<file path="src/sv/cpac_pkg.sv">
// Package for the cascaded PI attitude controller: codes, control word and microprogram.
`default_nettype none

package cpac_pkg;

  // Field widths
  localparam int unsigned AngleW   = 16;
  localparam int unsigned ErrLimW  = 15;
  localparam int unsigned IntLimW  = 20;
  localparam int unsigned IntegW   = 21;
  localparam int unsigned AGainW   = 8;
  localparam int unsigned QGainW   = 16;
  localparam int unsigned OutLimW  = 15;
  localparam int unsigned CfgDataW = 20;
  localparam int unsigned CfgIdxW  = 3;
  localparam int unsigned StepW    = 3;
  localparam int unsigned MulW     = 25;
  localparam int unsigned ProdW    = 2 * MulW;

  // Gyro scaling: floor(|g| * 100 / 9) = (|g| * GyroRecip) >> GyroShift for |g| <= 32768
  localparam int unsigned GyroShift = 20;
  localparam logic [23:0] GyroRecip = 24'd11650845;

  // Register indexes
  typedef enum logic [CfgIdxW-1:0] {
    REG_PITCH_TARGET  = 3'd0,
    REG_ROLL_TARGET   = 3'd1,
    REG_ANGLE_ERR_LIM = 3'd2,
    REG_INTEG_LIM     = 3'd3,
    REG_ANGLE_GAIN    = 3'd4,
    REG_INTEG_GAIN    = 3'd5,
    REG_RATE_GAIN     = 3'd6,
    REG_OUTPUT_LIM    = 3'd7
  } cfg_reg_e;

  // Register reset values
  localparam logic [ErrLimW-1:0] AngleErrLimRst = 15'd4551;
  localparam logic [IntLimW-1:0] IntegLimRst    = 20'd364088;
  localparam logic [AGainW-1:0]  AngleGainRst   = 8'd2;
  localparam logic [QGainW-1:0]  IntegGainRst   = 16'd98;
  localparam logic [QGainW-1:0]  RateGainRst    = 16'd216;
  localparam logic [OutLimW-1:0] OutputLimRst   = 15'd250;

  // Datapath operation of one step
  typedef enum logic [5:0] {
    ALU_NOP   = 6'b000001,
    ALU_ERR   = 6'b000010,
    ALU_ACC   = 6'b000100,
    ALU_RTLD  = 6'b001000,
    ALU_RTSUM = 6'b010000,
    ALU_OUT   = 6'b100000
  } alu_op_e;

  // Multiplier operand pair of one step
  typedef enum logic [4:0] {
    MUL_NONE = 5'b00001,
    MUL_GYRO = 5'b00010,
    MUL_EAG  = 5'b00100,
    MUL_AIG  = 5'b01000,
    MUL_RATE = 5'b10000
  } mul_sel_e;

  // Sequencing: jump to the target when the condition holds, else advance
  typedef enum logic [3:0] {
    JMP_NEXT    = 4'b0001,
    JMP_IF_IDLE = 4'b0010,
    JMP_IF_AX0  = 4'b0100,
    JMP_IF_FULL = 4'b1000
  } jmp_e;

  typedef struct packed {
    alu_op_e          alu;
    mul_sel_e         mul;
    jmp_e             jmp;
    logic [StepW-1:0] tgt;
  } ucode_t;

  // Microprogram: one control word per step
  function automatic ucode_t ucode_rom(input logic [StepW-1:0] step);
    ucode_t w;
    w = '{alu: ALU_NOP, mul: MUL_NONE, jmp: JMP_NEXT, tgt: 3'd0};
    case (step)
      3'd0: w = '{alu: ALU_NOP,   mul: MUL_NONE, jmp: JMP_IF_IDLE, tgt: 3'd0};
      3'd1: w = '{alu: ALU_ERR,   mul: MUL_GYRO, jmp: JMP_NEXT,    tgt: 3'd0};
      3'd2: w = '{alu: ALU_ACC,   mul: MUL_EAG,  jmp: JMP_NEXT,    tgt: 3'd0};
      3'd3: w = '{alu: ALU_RTLD,  mul: MUL_AIG,  jmp: JMP_NEXT,    tgt: 3'd0};
      3'd4: w = '{alu: ALU_RTSUM, mul: MUL_NONE, jmp: JMP_NEXT,    tgt: 3'd0};
      3'd5: w = '{alu: ALU_NOP,   mul: MUL_RATE, jmp: JMP_NEXT,    tgt: 3'd0};
      3'd6: w = '{alu: ALU_OUT,   mul: MUL_NONE, jmp: JMP_IF_AX0,  tgt: 3'd1};
      3'd7: w = '{alu: ALU_NOP,   mul: MUL_NONE, jmp: JMP_IF_FULL, tgt: 3'd7};
      default: w = '{alu: ALU_NOP, mul: MUL_NONE, jmp: JMP_NEXT, tgt: 3'd0};
    endcase
    return w;
  endfunction

endpackage

`default_nettype wire

</file>
<file path="src/sv/cascaded_pi_attitude_control_core.sv">
// Top level of the cascaded PI attitude controller: microcoded sequencer and shared datapath.
//
//  Channel   Dir  Handshake                 Payload
//  s_axis    in   s_axis_tvalid/tready      pitch_angle, roll_angle, gyro_x, gyro_y
//  m_axis    out  m_axis_tvalid/tready      pitch_correction, roll_correction
//  cfg       in   cfg_we_i (no wait)        cfg_idx_i selects register, cfg_data_i value
//
//  One transaction runs from acceptance to its result in the output register through
//  six microcode steps per axis on the single shared 25x25 multiplier, plus the
//  publish step. s_axis_tready is high only in the wait step, so the next transaction
//  is taken at best in the cycle after the result is published.
//  A result still waiting on m_axis holds the sequencer in the publish step until it is taken.
//  Reset clears the step counter, integrators, output valid and loads register defaults.
`default_nettype none

module cascaded_pi_attitude_control_core (
  input  wire logic                          clk_i,
  input  wire logic                          rst_ni,
  input  wire logic                          s_axis_tvalid,
  output logic                               s_axis_tready,
  // pitch_angle[15:0], roll_angle[31:16], gyro_x[47:32], gyro_y[63:48]
  input  wire logic [63:0]                   s_axis_tdata,
  output logic                               m_axis_tvalid,
  input  wire logic                          m_axis_tready,
  // pitch_correction[15:0], roll_correction[31:16]
  output logic [31:0]                        m_axis_tdata,
  input  wire logic                          cfg_we_i,
  input  wire logic [cpac_pkg::CfgIdxW-1:0]  cfg_idx_i,
  input  wire logic [cpac_pkg::CfgDataW-1:0] cfg_data_i
);
  import cpac_pkg::*;

  // Configuration registers
  logic signed [AngleW-1:0] pitch_tgt_q, roll_tgt_q;
  logic [ErrLimW-1:0]       err_lim_q;
  logic [IntLimW-1:0]       int_lim_q;
  logic [AGainW-1:0]        ag_q;
  logic [QGainW-1:0]        ig_q, rg_q;
  logic [OutLimW-1:0]       out_lim_q;

  // Sequencer
  logic [StepW-1:0] step_q, step_d;
  logic             ax_q, ax_d;
  ucode_t           uw;

  // Datapath
  logic signed [AngleW-1:0] pa_q, ra_q, gx_q, gy_q;
  logic signed [IntegW-1:0] pitch_integ_q, roll_integ_q;
  logic signed [15:0]       err_q;
  logic signed [19:0]       gs_q;
  logic signed [MulW-1:0]   rt_q;
  logic signed [ProdW-1:0]  prod_q, prod_d;
  logic signed [15:0]       pitch_corr_q, roll_corr_q;
  logic                     out_valid_q;
  logic [31:0]              out_data_q;

  logic signed [AngleW-1:0] tgt_sel, ang_sel, gyro_sel;
  logic signed [IntegW-1:0] integ_sel;
  logic signed [16:0]       diff, err_lim_s;
  logic signed [15:0]       err_c;
  logic signed [21:0]       acc_sum, int_lim_s;
  logic signed [IntegW-1:0] acc_c;
  logic [16:0]              gyro_mag;
  logic [19:0]              gs_mag;
  logic signed [MulW-1:0]   out_pre, out_lim_s, rt_sum;
  logic signed [15:0]       out_c;
  logic signed [MulW-1:0]   mul_a, mul_b;
  logic                     in_acc, out_full, publish;

  assign in_acc   = s_axis_tvalid & s_axis_tready;
  assign out_full = out_valid_q & ~m_axis_tready;
  assign uw       = ucode_rom(step_q);
  assign publish  = (uw.jmp == JMP_IF_FULL) & ~out_full;

  assign s_axis_tready = (step_q == '0);
  assign m_axis_tvalid = out_valid_q;
  assign m_axis_tdata  = out_data_q;

  // Write configuration registers
  always_ff @(posedge clk_i or negedge rst_ni) begin
    if (!rst_ni) begin
      pitch_tgt_q <= '0;
      roll_tgt_q  <= '0;
      err_lim_q   <= AngleErrLimRst;
      int_lim_q   <= IntegLimRst;
      ag_q        <= AngleGainRst;
      ig_q        <= IntegGainRst;
      rg_q        <= RateGainRst;
      out_lim_q   <= OutputLimRst;
    end else if (cfg_we_i) begin
      unique case (cfg_reg_e'(cfg_idx_i))
        REG_PITCH_TARGET:  pitch_tgt_q <= cfg_data_i[AngleW-1:0];
        REG_ROLL_TARGET:   roll_tgt_q  <= cfg_data_i[AngleW-1:0];
        REG_ANGLE_ERR_LIM: err_lim_q   <= cfg_data_i[ErrLimW-1:0];
        REG_INTEG_LIM:     int_lim_q   <= cfg_data_i[IntLimW-1:0];
        REG_ANGLE_GAIN:    ag_q        <= cfg_data_i[AGainW-1:0];
        REG_INTEG_GAIN:    ig_q        <= cfg_data_i[QGainW-1:0];
        REG_RATE_GAIN:     rg_q        <= cfg_data_i[QGainW-1:0];
        REG_OUTPUT_LIM:    out_lim_q   <= cfg_data_i[OutLimW-1:0];
        default: ;
      endcase
    end
  end

  // Select the axis being worked on
  always_comb begin
    tgt_sel   = ax_q ? roll_tgt_q   : pitch_tgt_q;
    ang_sel   = ax_q ? ra_q         : pa_q;
    gyro_sel  = ax_q ? gy_q         : gx_q;
    integ_sel = ax_q ? roll_integ_q : pitch_integ_q;
  end

  // Clamp the angle error, formed wide so it cannot wrap
  always_comb begin
    diff      = 17'(tgt_sel) - 17'(ang_sel);
    err_lim_s = $signed({2'b00, err_lim_q});
    if (diff > err_lim_s)       err_c = 16'(err_lim_s);
    else if (diff < -err_lim_s) err_c = 16'(-err_lim_s);
    else                        err_c = 16'(diff);
  end

  // Clamp the integrator update
  always_comb begin
    acc_sum   = 22'(integ_sel) + 22'(err_q);
    int_lim_s = $signed({2'b00, int_lim_q});
    if (acc_sum > int_lim_s)       acc_c = IntegW'(int_lim_s);
    else if (acc_sum < -int_lim_s) acc_c = IntegW'(-int_lim_s);
    else                           acc_c = IntegW'(acc_sum);
  end

  // Gyro magnitude, scaled rate and rate target sum
  always_comb begin
    gyro_mag = gyro_sel[AngleW-1] ? 17'(-17'(gyro_sel)) : 17'(gyro_sel);
    gs_mag   = prod_q[GyroShift+19:GyroShift];
    rt_sum   = rt_q + MulW'($signed(prod_q[36:16])) - MulW'(gs_q);
  end

  // Clamp the motor correction
  always_comb begin
    out_pre   = prod_q[40:16];
    out_lim_s = $signed({10'd0, out_lim_q});
    if (out_pre > out_lim_s)       out_c = 16'(out_lim_s);
    else if (out_pre < -out_lim_s) out_c = 16'(-out_lim_s);
    else                           out_c = 16'(out_pre);
  end

  // Shared multiplier operand selection
  always_comb begin
    mul_a = '0;
    mul_b = '0;
    unique case (uw.mul)
      MUL_GYRO: begin
        mul_a = $signed({8'd0, gyro_mag});
        mul_b = $signed({1'b0, GyroRecip});
      end
      MUL_EAG: begin
        mul_a = MulW'(err_q);
        mul_b = $signed({17'd0, ag_q});
      end
      MUL_AIG: begin
        mul_a = MulW'(integ_sel);
        mul_b = $signed({9'd0, ig_q});
      end
      MUL_RATE: begin
        mul_a = rt_q;
        mul_b = $signed({9'd0, rg_q});
      end
      default: ;
    endcase
    prod_d = mul_a * mul_b;
  end

  // Step counter and conditional jumps
  always_comb begin
    step_d = step_q + 3'd1;
    ax_d   = ax_q;
    unique case (uw.jmp)
      JMP_IF_IDLE: begin
        if (!in_acc) step_d = uw.tgt;
        ax_d = 1'b0;
      end
      JMP_IF_AX0: begin
        if (!ax_q) begin
          step_d = uw.tgt;
          ax_d   = 1'b1;
        end
      end
      JMP_IF_FULL: if (out_full) step_d = uw.tgt;
      default: ;
    endcase
  end

  always_ff @(posedge clk_i or negedge rst_ni) begin
    if (!rst_ni) begin
      step_q <= '0;
      ax_q   <= 1'b0;
    end else begin
      step_q <= step_d;
      ax_q   <= ax_d;
    end
  end

  // Hold the integrators across transactions
  always_ff @(posedge clk_i or negedge rst_ni) begin
    if (!rst_ni) begin
      pitch_integ_q <= '0;
      roll_integ_q  <= '0;
    end else if (uw.alu == ALU_ACC) begin
      if (ax_q) roll_integ_q  <= acc_c;
      else      pitch_integ_q <= acc_c;
    end
  end

  // Datapath registers
  always_ff @(posedge clk_i) begin
    prod_q <= prod_d;
    if (in_acc) begin
      pa_q <= s_axis_tdata[15:0];
      ra_q <= s_axis_tdata[31:16];
      gx_q <= s_axis_tdata[47:32];
      gy_q <= s_axis_tdata[63:48];
    end
    case (uw.alu)
      ALU_ERR:   err_q <= err_c;
      ALU_ACC:   gs_q  <= gyro_sel[AngleW-1] ? -$signed(gs_mag) : $signed(gs_mag);
      ALU_RTLD:  rt_q  <= prod_q[MulW-1:0];
      ALU_RTSUM: rt_q  <= rt_sum;
      ALU_OUT: begin
        if (ax_q) roll_corr_q  <= out_c;
        else      pitch_corr_q <= out_c;
      end
      default: ;
    endcase
    if (publish) out_data_q <= {roll_corr_q, pitch_corr_q};
  end

  // Output register valid: set on publish, drop when taken
  always_ff @(posedge clk_i or negedge rst_ni) begin
    if (!rst_ni) begin
      out_valid_q <= 1'b0;
    end else begin
      out_valid_q <= (out_valid_q & ~m_axis_tready) | publish;
    end
  end

endmodule

`default_nettype wire

</file>
<file path="config.mk">
export PLATFORM = sky130hd
export DESIGN_NAME = cascaded_pi_attitude_control_core
export DESIGN_NICKNAME = d
export VERILOG_FILES = /design/src/sv/cpac_pkg.sv /design/src/sv/cascaded_pi_attitude_control_core.sv
export SDC_FILE = /design/constraint.sdc
export NUM_CORES = 2
export LEC_CHECK = 0
export BUFFER_PORTS_ARGS = -buffer_cell sky130_fd_sc_hd__buf_2
export CORE_MARGIN = 2
export CORE_UTILIZATION = 70
export CTS_CLUSTER_SIZE = 24
export DETAILED_ROUTE_END_ITERATION = 6
export PLACE_DENSITY_LB_ADDON = 0.1
export SLEW_MARGIN = 20
export SYNTH_ARGS = -nofsm -noshare
export SYNTH_HDL_FRONTEND = slang
export SYNTH_SLANG_ARGS = --single-unit
</file>
<file path="constraint.sdc">
create_clock -name clk_i -period 24.3 [get_ports clk_i]
set_input_delay 1.215 -clock clk_i [delete_from_list [all_inputs] [get_ports clk_i]]
set_output_delay 1.215 -clock clk_i [all_outputs]
set_load 0.02 [all_outputs]
</file>
==> results.toml <==
[synth]
ys.flop_type = "edfxtp_1"
synthArstFlopShare_pct = 42.4
yosysTopAreaCellShare_pct = 23.8
synth_edf_count = 189
synthesis.area_um2 = 40400
ys_types = 77
syn_inst = 4140
synth.most_common_cell = "inv_1"
synth_area_per_cell_um2 = 9.76
yosys_warnings = 0
yosys_register_bits = 399
yosysTopAreaCell = "fa_1"
synthTopCellsByCount = "inv_1 (734), fa_1 (481), nand2_1 (379), ha_1 (343), nor2_1 (309)"
yosysSeqAreaShare_pct = 26.6
synthTopCellsByArea = "fa_1 (24%), edfxtp_1 (14%), ha_1 (11%)"

[timing]
hold_viol = 0
finalClockSkew_ns = 0.0347
finalSetupViolCount = 0
worst_slew_pin_slew_ns = 1.27
fin_tns_setup_ns = 0
rsz0062_at_grt = "false"
hold-worst-slack_ns = 0.419
slew_headroom_pct = 14.5
fin_crit_ns = 10.56
clock.fmax_mhz = 94.7
fin_crit_sh_pct = 43.5
drv_slew = 0

[cts]
cts_setup_buffers = 0
numCtsBuffers = 44
root_buffer = "clkbuf_16"
clk_pin_slew_ns = 0.06
insertion_delay_ns = 0.58
cts_max_level = 2
cts_hold_buffers = 0
cts_num_sinks = 399
cts_buffer_depth = 3
cts_tree = "yes"
cts_repair_resize_count = 0

[hold_path]
whs_endpoint = "m_axis_tdata[5]"
min_path_type = "flip-flop to flip-flop"
min_from = "pitch_corr_q[5]"
hold_depth = 0

[power_and_ir_drop]
p_int_w = 0.00296
leakagePower_nw = 20.2
clkPwrFrac_pct = 10.4
netSwitchingFraction_pct = 52.7
power.density_nw_per_um2 = 144
seqPwrFrac_pct = 18.3
peakVddDrop_v = 0.000156
comb_power_share_pct = 71.3
p_switching_w = 0.00330

[place]
placed_area_um2 = 42000
placed_cells = 4947
dp_hpwl_mm = 89.6
io_buffer_count = 125
gp_congestion = 1.00

[die]
rows = 88
core_area_um2 = 57400
die_h_um = 244
die_w_um = 244
initial_core_util_pct = 70.5
ios = 126
die_area_um2 = 59700

[global_routing]
grt-ovfl-total = 0
grtUsageTotal_pct = 38.7
grt_pass1_wl_mm = 175
antenna_found_initial = 12
grt_max_degree = 74
grt_pass1_vias = 31000

[detailed_routing]
ant_nets = 0
routed_wl_mm = 112
viasPerCell = 6.07
wl_per_cell_um = 22.3
first_pass_iters = 7
drt_iter0_markers = 2723
vias = 30600
drc = 0

[layout]
final_util_pct = 75.6
layout.nets = 5145
syn2layout_area_growth_pct = 7.30
layout-drive-gt1-share_pct = 11.3
final_cells = 5032
stdcell_area_um2 = 43400

[setup_path]
cpPeakStageDelay_ns = 0.75
r2r_slack_ns = 13.74
worstSetupPathType = "flip-flop to flip-flop"
rr_worst_depth = 33
critPathArrivalTime_ns = 10.97
cp_slowest_cell = "buf_4"
cp-start-kind = "flip-flop"
endpoint_kind = "flip-flop"
r2r_start = "ax_q"
cp_common_cell = "fa_1"
cp_max_fo = 60
cp.buffers_inverters = 6
crit_required_ns = 24.71
critPathTopFamily = "adder cells"
r2r_end = "prod_q[40]"

[status]
status = "finished, final reports clean"

[flow_run]
max-cap-violations = 0
layer usage:
metal / vias to the layer above / GRT usage (%) / share of wire, %
met4: 10 / 17.8 / 5.3
met2: 1511 / 59.9 / 44
li1: 13700 / - / -
met5: - / 0.572 / 0.088
met3: 337 / 9.20 / 11
met1: 15000 / 52.3 / 39
registers in the layout, summed over array words and instances (netlist names), 20 cells and up:
| signal | cells |
|---|---|
| int_lim_q | 20 |
| pitch_integ_q | 21 |
| m_axis_tdata | 32 |
| roll_integ_q | 21 |
| gs_q | 20 |
| rt_q | 25 |
| prod_q | 41 |
area by class of cell:
class | instances | area [um^2]
Tap cell | 765 | 957
Sequential cell | 399 | 10800
Fill cell | 4168 | 14000
Multi-Input combinational cell | 2878 | 26500
Inverter | 735 | 2760
Clock inverter | 21 | 166
Antenna cell | 3 | 7.51
Timing Repair Buffer | 171 | 975
Clock buffer | 60 | 1220
stage by stage:
| stage | setup WS [ns] | power, W |
|---|---|---|
| floorplan | 14.98 | 0.00421 |
| global placement | 14.03 | 0.00537 |
| detailed placement | 13.88 | 0.00547 |
| CTS | 13.84 | 0.00616 |
| global route | 13.21 | 0.00678 |
| finish | 13.74 | 0.00626 |
placed cells by master (no fill, tap or decap), drive strengths merged, types with 30 or more instances in the layout:
cell type / instances
nor2: 309
inv: 739
dfrtp: 139
edfxtp: 189
nand2b: 37
a21oi: 200
mux2: 165
nor3: 61
nand3: 56
dfstp: 30
xnor2: 129
clkbuf: 60
fa: 481
o21ai: 182
nand2: 379
o21a: 30
mux2i: 38
a21o: 56
buf: 171
nor2b: 31
xor2: 48
ha: 343
dfxtp: 41
how the worst max path moves through the flow:
stage / start / end / slack, ns / depth (start not counted)
floorplan: ax_q / prod_q[40] / 14.98 / 38
global placement: ax_q / prod_q[40] / 14.03 / 33
detailed placement: ax_q / prod_q[40] / 13.88 / 33
CTS: ax_q / prod_q[40] / 13.84 / 33
global route: ax_q / prod_q[40] / 13.21 / 33
finish: ax_q / prod_q[40] / 13.74 / 33
power groups by stage:
stage          Sequential (W)  Combinational [W]  Clock (W)
2_1_floorplan         0.00105            0.00316          0
3_3_place_gp          0.00114            0.00422          0
3_5_place_dp          0.00115            0.00432          0
4_1_cts               0.00114            0.00436   0.000658
5_1_grt               0.00116            0.00494   0.000683
6_report              0.00114            0.00446   0.000649
kinds of logic after synthesis:
family,Yosys count,synth area share [%]
AND/OR/NAND/NOR,1010,11.3
buffers and inverters,878,8.19
XOR/XNOR,177,3.84
multiplexers,203,5.54
other,1,0.00928
AO/OA/AOI/OAI,648,10.0
adder cells (fa/ha/maj),824,34.4
flip-flops,399,26.6
No activity file was read; power rests on OpenSTA's default activity.
